<file path="src/mctb_pkg.sv">
// Shared types, codes and sizes for the tick timer bank.
package mctb_pkg;

	localparam int NUM_TIMERS = 8;
	localparam int MAX_RESULTS = 8;
	localparam int IDX_W = (NUM_TIMERS > 1) ? $clog2(NUM_TIMERS) : 1;
	localparam int NEV_W = $clog2(MAX_RESULTS + 1);
	localparam int CMDQ_DEPTH = 2;
	localparam int OUTQ_DEPTH = 2;
	localparam logic [15:0] ENDLESS_RESET = 16'hFFFF;

	localparam logic [2:0] ACT_TICK = 3'd0;
	localparam logic [2:0] ACT_REGISTER = 3'd1;
	localparam logic [2:0] ACT_START = 3'd2;
	localparam logic [2:0] ACT_STOP = 3'd3;
	localparam logic [2:0] ACT_QUERY = 3'd4;

	localparam logic KIND_EVENT = 1'b0;
	localparam logic KIND_QUERY = 1'b1;

	typedef enum logic [2:0] {
		OP_TICK,
		OP_REGISTER,
		OP_START,
		OP_STOP,
		OP_QUERY
	} op_t;

	typedef struct packed {
		logic [2:0] action;
		logic [5:0] timer_id;
		logic periodic;
		logic has_callback;
		logic [15:0] length;
	} in_item_t;

	typedef struct packed {
		logic kind;
		logic [5:0] timer_id_res;
		logic timed_out;
		logic last;
	} out_item_t;

	typedef struct packed {
		op_t op;
		logic id_ok;
		logic [5:0] id;
		logic periodic;
		logic has_callback;
		logic [15:0] length;
	} cmd_t;

endpackage

</file>
<file path="src/multi_channel_tick_timer_bank_unit.sv">
// Top level of the tick timer bank: front end, command queue and timer engine.
//
// Channel  | Handshake          | Payload
// ---------+--------------------+-------------------------
// command  | push / full        | cmd (in_item_t)
// result   | pop / empty        | rsp (out_item_t)
// config   | cfg_valid/cfg_ready| cfg_data (endless count)
//
// Register, start, stop and query are each executed in the engine's idle state.
// A tick scans one timer per cycle while the result queue is not full, then passes through ST_DONE.
// Reset clears every timer and sets the endless count to all ones.
// Queries and the tick scan stall while the two-entry result queue is full; the front end
// keeps accepting until its stage register and the command queue are full.
module multi_channel_tick_timer_bank_unit (
	input  logic clk,
	input  logic arst_n,
	input  logic push,
	output logic full,
	input  mctb_pkg::in_item_t cmd,
	output logic empty,
	input  logic pop,
	output mctb_pkg::out_item_t rsp,
	input  logic cfg_valid,
	output logic cfg_ready,
	input  logic [15:0] cfg_data
);
	import mctb_pkg::*;

	cmd_t fq_cmd;
	logic fq_push;
	logic fq_full;
	cmd_t qb_cmd;
	logic qb_empty;
	logic qb_pop;

	mctb_front u_front (
		.clk    (clk),
		.arst_n (arst_n),
		.push   (push),
		.full   (full),
		.cmd    (cmd),
		.q_push (fq_push),
		.q_cmd  (fq_cmd),
		.q_full (fq_full)
	);

	mctb_cmdq u_cmdq (
		.clk     (clk),
		.arst_n  (arst_n),
		.wr_en   (fq_push),
		.wr_data (fq_cmd),
		.full    (fq_full),
		.rd_en   (qb_pop),
		.rd_data (qb_cmd),
		.empty   (qb_empty)
	);

	mctb_back u_back (
		.clk       (clk),
		.arst_n    (arst_n),
		.cfg_valid (cfg_valid),
		.cfg_ready (cfg_ready),
		.cfg_data  (cfg_data),
		.q_data    (qb_cmd),
		.q_empty   (qb_empty),
		.q_pop     (qb_pop),
		.rsp       (rsp),
		.empty     (empty),
		.pop       (pop)
	);

endmodule

</file>
<file path="src/mctb_front.sv">
// Front end: takes input transfers, decodes the action and drops ignored commands.
module mctb_front (
	input  logic clk,
	input  logic arst_n,
	input  logic push,
	output logic full,
	input  mctb_pkg::in_item_t cmd,
	output logic q_push,
	output mctb_pkg::cmd_t q_cmd,
	input  logic q_full
);
	import mctb_pkg::*;

	logic valid_s1;
	cmd_t cmd_s1;
	cmd_t dec;
	logic keep;
	logic id_ok;

	assign id_ok = {1'b0, cmd.timer_id} < 7'(NUM_TIMERS);

	always_comb begin
		dec.op = OP_TICK;
		dec.id_ok = id_ok;
		dec.id = cmd.timer_id;
		dec.periodic = cmd.periodic;
		dec.has_callback = cmd.has_callback;
		dec.length = cmd.length;
		keep = 1'b0;
		case (cmd.action)
			ACT_TICK: begin
				dec.op = OP_TICK;
				keep = 1'b1;
			end
			ACT_REGISTER: begin
				dec.op = OP_REGISTER;
				keep = id_ok;
			end
			ACT_START: begin
				dec.op = OP_START;
				keep = id_ok;
			end
			ACT_STOP: begin
				dec.op = OP_STOP;
				keep = id_ok;
			end
			ACT_QUERY: begin
				dec.op = OP_QUERY;
				keep = 1'b1;
			end
			default: begin
				keep = 1'b0;
			end
		endcase
	end

	assign full = valid_s1 & q_full;
	assign q_push = valid_s1 & ~q_full;
	assign q_cmd = cmd_s1;

	always_ff @(posedge clk or negedge arst_n) begin
		if (!arst_n) begin
			valid_s1 <= 1'b0;
		end else if (!full) begin
			valid_s1 <= push & keep;
		end
	end

	always_ff @(posedge clk) begin
		if (push && !full) begin
			cmd_s1 <= dec;
		end
	end

endmodule

</file>
<file path="src/mctb_cmdq.sv">
// Short command queue between the front end and the timer engine.
module mctb_cmdq (
	input  logic clk,
	input  logic arst_n,
	input  logic wr_en,
	input  mctb_pkg::cmd_t wr_data,
	output logic full,
	input  logic rd_en,
	output mctb_pkg::cmd_t rd_data,
	output logic empty
);
	import mctb_pkg::*;

	localparam int PTR_W = (CMDQ_DEPTH > 1) ? $clog2(CMDQ_DEPTH) : 1;
	localparam int CNT_W = $clog2(CMDQ_DEPTH + 1);

	cmd_t mem_q [CMDQ_DEPTH];
	logic [PTR_W-1:0] wp_q;
	logic [PTR_W-1:0] rp_q;
	logic [CNT_W-1:0] cnt_q;
	logic do_wr;
	logic do_rd;

	assign full = cnt_q == CNT_W'(CMDQ_DEPTH);
	assign empty = cnt_q == '0;
	assign do_wr = wr_en & ~full;
	assign do_rd = rd_en & ~empty;
	assign rd_data = mem_q[rp_q];

	always_ff @(posedge clk or negedge arst_n) begin
		if (!arst_n) begin
			wp_q <= '0;
			rp_q <= '0;
			cnt_q <= '0;
		end else begin
			if (do_wr) begin
				wp_q <= (wp_q == PTR_W'(CMDQ_DEPTH - 1)) ? '0 : wp_q + 1'b1;
			end
			if (do_rd) begin
				rp_q <= (rp_q == PTR_W'(CMDQ_DEPTH - 1)) ? '0 : rp_q + 1'b1;
			end
			if (do_wr && !do_rd) begin
				cnt_q <= cnt_q + 1'b1;
			end else if (do_rd && !do_wr) begin
				cnt_q <= cnt_q - 1'b1;
			end
		end
	end

	always_ff @(posedge clk) begin
		if (do_wr) begin
			mem_q[wp_q] <= wr_data;
		end
	end

endmodule

</file>
<file path="src/mctb_back.sv">
// Timer engine: timer state, command execution, tick scan and result queue.
module mctb_back (
	input  logic clk,
	input  logic arst_n,
	input  logic cfg_valid,
	output logic cfg_ready,
	input  logic [15:0] cfg_data,
	input  mctb_pkg::cmd_t q_data,
	input  logic q_empty,
	output logic q_pop,
	output mctb_pkg::out_item_t rsp,
	output logic empty,
	input  logic pop
);
	import mctb_pkg::*;

	localparam int OQ_PTR_W = (OUTQ_DEPTH > 1) ? $clog2(OUTQ_DEPTH) : 1;
	localparam int OQ_CNT_W = $clog2(OUTQ_DEPTH + 1);

	typedef struct packed {
		logic run;
		logic expd;
		logic per;
		logic rep;
		logic [15:0] cnt;
		logic [15:0] il;
		logic [15:0] rl;
	} timer_t;

	typedef enum logic [1:0] {
		ST_IDLE,
		ST_SCAN,
		ST_DONE
	} state_t;

	state_t state_q;
	logic [IDX_W-1:0] idx_q;
	logic [NEV_W-1:0] nev_q;
	logic pend_v_q;
	logic [5:0] pend_id_q;
	logic [15:0] endless_q;
	timer_t tmr_q [NUM_TIMERS];

	out_item_t oq_mem_q [OUTQ_DEPTH];
	logic [OQ_PTR_W-1:0] oq_wp_q;
	logic [OQ_PTR_W-1:0] oq_rp_q;
	logic [OQ_CNT_W-1:0] oq_cnt_q;
	logic oq_full;
	logic oq_push;
	logic oq_pop;
	out_item_t oq_din;

	logic [IDX_W-1:0] rd_idx;
	timer_t cur;
	timer_t tick_nxt;
	timer_t wr_ent;
	logic wr_en;
	logic fire;
	logic ev;
	logic [15:0] cnt_dec;
	logic [15:0] il_dec;
	logic cnt_zero;
	logic il_zero;
	logic scan_last;

	assign cfg_ready = 1'b1;

	always_ff @(posedge clk or negedge arst_n) begin
		if (!arst_n) begin
			endless_q <= ENDLESS_RESET;
		end else if (cfg_valid && cfg_ready) begin
			endless_q <= cfg_data;
		end
	end

	assign rd_idx = (state_q == ST_SCAN) ? idx_q : q_data.id[IDX_W-1:0];
	assign cur = tmr_q[rd_idx];
	assign scan_last = idx_q == IDX_W'(NUM_TIMERS - 1);

	always_comb begin
		tick_nxt = cur;
		fire = 1'b0;
		cnt_dec = (cur.cnt != endless_q) ? cur.cnt - 16'd1 : cur.cnt;
		cnt_zero = cnt_dec == '0;
		il_dec = cur.il - 16'd1;
		il_zero = il_dec == '0;
		if (cur.run && !cur.expd) begin
			tick_nxt.cnt = cnt_dec;
			if (cnt_zero) begin
				tick_nxt.expd = 1'b1;
				fire = cur.rep & ~cur.per;
			end
			if (cur.per) begin
				tick_nxt.il = il_zero ? cur.rl : il_dec;
				fire = fire | (il_zero & cur.rep);
			end
		end
	end

	assign ev = fire && (nev_q < NEV_W'(MAX_RESULTS));

	always_comb begin
		wr_en = 1'b0;
		wr_ent = cur;
		oq_push = 1'b0;
		oq_din = '0;
		q_pop = 1'b0;
		case (state_q)
			ST_IDLE: begin
				if (!q_empty) begin
					case (q_data.op)
						OP_TICK: begin
							q_pop = 1'b1;
						end
						OP_REGISTER: begin
							q_pop = 1'b1;
							wr_en = 1'b1;
							wr_ent.per = q_data.periodic;
							wr_ent.rep = q_data.has_callback;
							if (q_data.periodic) begin
								wr_ent.rl = q_data.length;
								wr_ent.il = q_data.length;
							end
						end
						OP_START: begin
							q_pop = 1'b1;
							wr_en = 1'b1;
							wr_ent.cnt = q_data.length;
							wr_ent.expd = 1'b0;
							wr_ent.run = 1'b1;
						end
						OP_STOP: begin
							q_pop = 1'b1;
							wr_en = 1'b1;
							wr_ent = '0;
						end
						OP_QUERY: begin
							if (!oq_full) begin
								q_pop = 1'b1;
								oq_push = 1'b1;
								oq_din.kind = KIND_QUERY;
								oq_din.timer_id_res = q_data.id;
								oq_din.timed_out = q_data.id_ok & cur.expd;
								oq_din.last = 1'b1;
							end
						end
						default: begin
							q_pop = 1'b1;
						end
					endcase
				end
			end
			ST_SCAN: begin
				if (!oq_full) begin
					wr_en = 1'b1;
					wr_ent = tick_nxt;
					if (ev && pend_v_q) begin
						oq_push = 1'b1;
						oq_din.kind = KIND_EVENT;
						oq_din.timer_id_res = pend_id_q;
						oq_din.last = 1'b0;
					end
				end
			end
			ST_DONE: begin
				if (pend_v_q && !oq_full) begin
					oq_push = 1'b1;
					oq_din.kind = KIND_EVENT;
					oq_din.timer_id_res = pend_id_q;
					oq_din.last = 1'b1;
				end
			end
			default: begin
				wr_en = 1'b0;
			end
		endcase
	end

	always_ff @(posedge clk or negedge arst_n) begin
		if (!arst_n) begin
			state_q <= ST_IDLE;
			idx_q <= '0;
			nev_q <= '0;
			pend_v_q <= 1'b0;
			pend_id_q <= '0;
		end else begin
			case (state_q)
				ST_IDLE: begin
					if (!q_empty && q_data.op == OP_TICK) begin
						state_q <= ST_SCAN;
						idx_q <= '0;
						nev_q <= '0;
						pend_v_q <= 1'b0;
					end
				end
				ST_SCAN: begin
					if (!oq_full) begin
						if (ev) begin
							pend_v_q <= 1'b1;
							pend_id_q <= 6'(idx_q);
							nev_q <= nev_q + 1'b1;
						end
						if (scan_last) begin
							state_q <= ST_DONE;
						end else begin
							idx_q <= idx_q + 1'b1;
						end
					end
				end
				ST_DONE: begin
					if (!pend_v_q || !oq_full) begin
						state_q <= ST_IDLE;
						pend_v_q <= 1'b0;
					end
				end
				default: begin
					state_q <= ST_IDLE;
				end
			endcase
		end
	end

	always_ff @(posedge clk or negedge arst_n) begin
		if (!arst_n) begin
			for (int i = 0; i < NUM_TIMERS; i++) begin
				tmr_q[i] <= '0;
			end
		end else if (wr_en) begin
			tmr_q[rd_idx] <= wr_ent;
		end
	end

	assign oq_full = oq_cnt_q == OQ_CNT_W'(OUTQ_DEPTH);
	assign empty = oq_cnt_q == '0;
	assign oq_pop = pop & ~empty;
	assign rsp = oq_mem_q[oq_rp_q];

	always_ff @(posedge clk or negedge arst_n) begin
		if (!arst_n) begin
			oq_wp_q <= '0;
			oq_rp_q <= '0;
			oq_cnt_q <= '0;
		end else begin
			if (oq_push) begin
				oq_wp_q <= (oq_wp_q == OQ_PTR_W'(OUTQ_DEPTH - 1)) ? '0 : oq_wp_q + 1'b1;
			end
			if (oq_pop) begin
				oq_rp_q <= (oq_rp_q == OQ_PTR_W'(OUTQ_DEPTH - 1)) ? '0 : oq_rp_q + 1'b1;
			end
			if (oq_push && !oq_pop) begin
				oq_cnt_q <= oq_cnt_q + 1'b1;
			end else if (oq_pop && !oq_push) begin
				oq_cnt_q <= oq_cnt_q - 1'b1;
			end
		end
	end

	always_ff @(posedge clk) begin
		if (oq_push) begin
			oq_mem_q[oq_wp_q] <= oq_din;
		end
	end

endmodule

</file>
<file path="config.mk">
export PLATFORM = sky130hd
export DESIGN_NAME = multi_channel_tick_timer_bank_unit
export DESIGN_NICKNAME = d
export VERILOG_FILES = /design/src/mctb_pkg.sv /design/src/multi_channel_tick_timer_bank_unit.sv /design/src/mctb_front.sv /design/src/mctb_cmdq.sv /design/src/mctb_back.sv
export SDC_FILE = /design/constraint.sdc
export NUM_CORES = 1
export LEC_CHECK = 0
export BUFFER_PORTS_ARGS = -buffer_cell sky130_fd_sc_hd__buf_2
export CORE_ASPECT_RATIO = 0.8
export CORE_UTILIZATION = 30
export CTS_CLUSTER_SIZE = 12
export DETAILED_ROUTE_END_ITERATION = 7
export GPL_TIMING_DRIVEN = 0
export SLEW_MARGIN = 15
export SYNTH_ARGS = -nofsm -noshare
export SYNTH_HDL_FRONTEND = slang
export SYNTH_SLANG_ARGS = --single-unit
</file>
<file path="constraint.sdc">
create_clock -name clk -period 15.55 [get_ports clk]
set_input_delay 3.11 -clock clk [delete_from_list [all_inputs] [get_ports clk]]
set_output_delay 3.11 -clock clk [all_outputs]
set_load 0.01 [all_outputs]
</file>
==> metrics.md <==
| Metric | Value |
|---|---|
| Outcome | complete, no violations |
| Clock tree sinks | 556 |
| Number of cell instances on the worst register-to-register path | 23 |
| Remaining number of nets flagged by the antenna check after routing | 0 |
| Prevailing post-synth register cell | sky130_fd_sc_hd__dfrtp_1 |
| CTS H-tree depth | 2 |
| Final GP Congestion | 0.977 |
| Reported max-cap violation count | 0 |
| Cell at the slowest stage of the critical path | sky130_fd_sc_hd__clkbuf_1 |
| Register area share after synthesis | 54.4% |
| Clock transition at the registers of the reported paths | 0.06 ns |
| Path class of the lowest-slack min-delay path | reg -> reg |
| Post-CTS Setup Inserts | 0 |
| Worst path most repeated cell | sky130_fd_sc_hd__buf_2 |
| Total standard cell area after synthesis | 26600 um2 |
| Post-synth ARST share | 81.7% |
| Register Area | 14400 um2 |
| Critical Path Source | u_cmdq.rp_q |
| Family of cells with the greatest summed delay on the critical path | buffers and inverters |
| GRT overflow | 0 |
| Number of cells produced by synthesis | 2631 |
| Nature of the critical path startpoint | register |
| Final critical-path share of the clock period | 58.6% |
| First-pass GRT wire length | 146 mm |
| Top cell type's share of synthesized area | 41.3% |
| Worst flop-to-flop path endpoint | u_back.tmr_q[133] |
| Number of pins with negative max-slew slack in the final report | 0 |
| Crit end category | register |
| Largest fanout on the critical path | 10 |
| Via count of the first global-routing pass | 21.4k |
| Cell types with the highest counts after synthesis | sky130_fd_sc_hd__nand2_1 (549), sky130_fd_sc_hd__dfrtp_1 (438), sky130_fd_sc_hd__o21ai_0 (373), sky130_fd_sc_hd__clkbuf_1 (136), sky130_fd_sc_hd__nor2_1 (128) |
| Final Setup Violations | 0 |
| Number of buffers added on ports | 57 |
| Final setup TNS | 0 ns |
| Maximum cell stage delay along the critical path | 0.80 ns |
| Wirelength per Cell | 25.1 um |
| Main area contributors after synthesis | sky130_fd_sc_hd__dfrtp_1 (41%), sky130_fd_sc_hd__edfxtp_1 (12%), sky130_fd_sc_hd__nand2_1 (7.8%) |
| Final worst clock skew | 0.0408 ns |
| CTS Buffer Depth | 3 |
| X dimension of the die | 335 um |
| Fillcell total | 9036 |
| Boundary pin count | 60 |
| Number of warnings printed during yosys synthesis | 0 |
| Detailed-route vias per instance | 5.66 |
| Source-to-sink clock delay at the later pin of the worst-skew pair | 0.66 ns |
| Buffer cell driving the clock tree root | sky130_fd_sc_hd__clkbuf_16 |
| Cell type with the largest total area after synthesis | sky130_fd_sc_hd__dfrtp_1 |
| Worst setup endpoint | u_back.tmr_q[133] |
| CTS tree | done |
| Half-perimeter wire length after placement | 71.2 mm |
| Synth-to-layout area growth | 13.7% |
| Most instantiated library cell after synthesis | sky130_fd_sc_hd__nand2_1 |
| CP Depth | 23 |
| Placed Cells incl. Taps | 3886 |
| Slew at the pin closest to its max-slew limit | 1.40 ns |
| Pin count of the biggest net entering global routing | 103 |
| Mapped Nets | 2687 |
| Resized cells post-CTS | 0 |
| Site Rows | 97 |
| Shortest clock period the worst path allows after layout | 9.11 ns |
| First DRT Iteration DRCs | 3032 |
| Relative slew margins | 6.61% |
| Core Footprint | 87600 um2 |
| Initial standard-cell utilization of the core | 30.3% |
| Area of the multi-input gates | 11300 um2 |
| Final-layout worst hold slack | 0.440 ns |
| Router iterations before antenna repair | 6 |
| Required time reported for the critical path endpoint | 16.11 ns |
| Critical path buffer and inverter count | 9 |
| Arr. time, crit path | 9.67 ns |
| Area of the die | 89800 um2 |
| Post-route insts no fill | 3980 |
| CP cell instances | buf_2 > mux2i_1 > a21o_1 > buf_2 > buf_2 > buf_2 > buf_2 > clkbuf_1 > clkbuf_1 > buf_1 > a211o_1 > a21oi_1 > ha_1 > nor2b_1 > nand4_1 > o21bai_1 > a211oi_1 > a21oi_1 > or4_1 > clkbuf_1 > or2_1 > o21ai_1 > mux2_2 |
| Number of nets at the end of the flow | 2814 |
| #FFs+latches synth | 556 |
| Setup repair after global routing missed its margin | false |
| Tot GR Track Use | 22.0% |
| Hold buffer count at CTS | 0 |
| Die Span Y | 268 um |
| Fmax | 0.110 GHz |
| EDFF count, synth | 102 |
| CTS Buf Count | 55 |
| Unique cell type count in the Yosys netlist | 92 |
| Hold violation total from the final report | 0 |
| Slack of the worst reg-to-reg path | 6.44 ns |
| Layout cells sized above 1 | 12.7% |
| Initial antenna violation count | 8 |
| Wire length after detailed routing | 100 mm |
| Category of the most critical setup path | reg -> reg |
| DRC violations left | 0 |
| Critical register-to-register path startpoint | u_cmdq.rp_q |
| Mean cell area of the mapped netlist | 10.1 um2 |
| Total number of vias | 22.5k |
## worst register-to-register path, cell delays in order, from the launching register on
cell,delay (ns)
sky130_fd_sc_hd__dfrtp_1,0.32
sky130_fd_sc_hd__buf_2,0.21
sky130_fd_sc_hd__mux2i_1,0.36
sky130_fd_sc_hd__a21o_1,0.43
sky130_fd_sc_hd__buf_2,0.38
sky130_fd_sc_hd__buf_2,0.44
sky130_fd_sc_hd__buf_2,0.46
sky130_fd_sc_hd__buf_2,0.43
sky130_fd_sc_hd__clkbuf_1,0.69
sky130_fd_sc_hd__clkbuf_1,0.81
sky130_fd_sc_hd__buf_1,0.78
sky130_fd_sc_hd__a211o_1,0.23
sky130_fd_sc_hd__a21oi_1,0.11
sky130_fd_sc_hd__ha_1,0.28
sky130_fd_sc_hd__nor2b_1,0.17
sky130_fd_sc_hd__nand4_1,0.32
sky130_fd_sc_hd__o21bai_1,0.10
sky130_fd_sc_hd__a211oi_1,0.24
sky130_fd_sc_hd__a21oi_1,0.16
sky130_fd_sc_hd__or4_1,0.49
sky130_fd_sc_hd__clkbuf_1,0.24
sky130_fd_sc_hd__or2_1,0.40
sky130_fd_sc_hd__o21ai_1,0.69
sky130_fd_sc_hd__mux2_2,0.29
## per-layer routing
metal | share of wire, % | vias up | GRT usage (%) | wire (um)
met3 | 13 | 205 | 8.44 | 13200
met5 | 0.27 | - | 0.798 | 271
met4 | 3.2 | 8 | 7.36 | 3200
met2 | 41 | 1272 | 30.0 | 40500
li1 | - | 9724 | - | -
met1 | 43 | 11300 | 31.3 | 42800
## worst min-delay path by stage
stage	depth (start not counted)	slack [ns]	start	endpoint
4_1_cts	0	0.44	u_front.q_cmd[21]	u_cmdq.mem_q[0][21]
3_3_place_gp	0	0.43	u_front.q_cmd[11]	u_cmdq.mem_q[0][11]
5_1_grt	0	0.45	u_front.q_cmd[21]	u_cmdq.mem_q[1][21]
2_1_floorplan	0	0.42	u_front.q_cmd[0]	u_cmdq.mem_q[0][0]
6_report	0	0.44	u_front.q_cmd[8]	u_cmdq.mem_q[0][8]
3_5_place_dp	0	0.43	u_front.q_cmd[21]	u_cmdq.mem_q[0][21]
## area by class of cell
cell class / instances / area share [%]
antenna: 2 / 0.0166
buffer: 190 / 2.84
clock buffer: 82 / 5.02
clock inverter: 7 / 0.203
inverter: 21 / 0.261
multi-input combinational: 1864 / 37.3
sequential: 556 / 47.8
tap: 1188 / 4.92
timing repair buffer: 70 / 1.69
## stage by stage
step | setup slack, ns | instance area [um2] | utilization [%]
global placement | 1.70 | 28300 | 32.3
floorplan | 9.76 | 26600 | -
CTS | 6.72 | 30200 | 34.4
finish | 6.44 | 30200 | 34.5
detailed placement | 6.74 | 28600 | 32.6
global route | 6.22 | 30200 | 34.5
## registers in the layout (all words and copies together), names as in the netlist, 2 cells and up
| register | count |
|---|---|
| u_back.state_q | 2 |
| u_cmdq.mem_q | 56 |
| u_cmdq.cnt_q | 2 |
| u_back.pend_id_q | 3 |
| u_back.oq_cnt_q | 2 |
| u_back.idx_q | 3 |
| u_back.tmr_q | 416 |
| u_back.nev_q | 4 |
| u_back.oq_mem_q | 18 |
| u_back.endless_q | 16 |
| u_front.q_cmd | 28 |
## layout by cell type (no fill, tap or decap), types with 10 or more instances in the layout
master / instances
sky130_fd_sc_hd__nand2_1: 549
sky130_fd_sc_hd__dfrtp_1: 438
sky130_fd_sc_hd__o21ai_0: 373
sky130_fd_sc_hd__clkbuf_1: 158
sky130_fd_sc_hd__nor2_1: 124
sky130_fd_sc_hd__a21oi_1: 113
sky130_fd_sc_hd__edfxtp_1: 102
sky130_fd_sc_hd__mux2_2: 91
sky130_fd_sc_hd__buf_2: 81
sky130_fd_sc_hd__clkbuf_16: 55
sky130_fd_sc_hd__mux2i_1: 54
sky130_fd_sc_hd__nand3_1: 49
sky130_fd_sc_hd__o22ai_1: 36
sky130_fd_sc_hd__a221oi_1: 33
sky130_fd_sc_hd__o211a_1: 31
sky130_fd_sc_hd__a2111oi_0: 29
sky130_fd_sc_hd__nor3_1: 27
sky130_fd_sc_hd__xnor2_1: 26
sky130_fd_sc_hd__inv_1: 21
sky130_fd_sc_hd__xor2_1: 21
sky130_fd_sc_hd__mux4_2: 18
sky130_fd_sc_hd__dfstp_2: 16
sky130_fd_sc_hd__a211oi_1: 14
sky130_fd_sc_hd__buf_4: 13
sky130_fd_sc_hd__a22oi_1: 13
sky130_fd_sc_hd__and2_1: 12
sky130_fd_sc_hd__buf_6: 11
sky130_fd_sc_hd__and3_1: 11
sky130_fd_sc_hd__buf_1: 10
sky130_fd_sc_hd__or4_1: 10
sky130_fd_sc_hd__o22a_1: 10
sky130_fd_sc_hd__o21ai_1: 10
## logic make-up (layout without fill, tap and decap cells)
family          Yosys count  after routing  synth area share (%)
compound gates          773            773                  18.3
xor+xnor                 47             47                  1.55
fa+ha+maj                 8              8                 0.377
buf+inv                 211            370                  3.52
flops                   556            556                  54.4
mux                     173            173                  7.90
other cells               1              3                0.0141
simple gates            862            862                  13.9
Power is not shown: default switching activity piles up to over one toggle a cycle in this logic, so the estimate is an artifact.
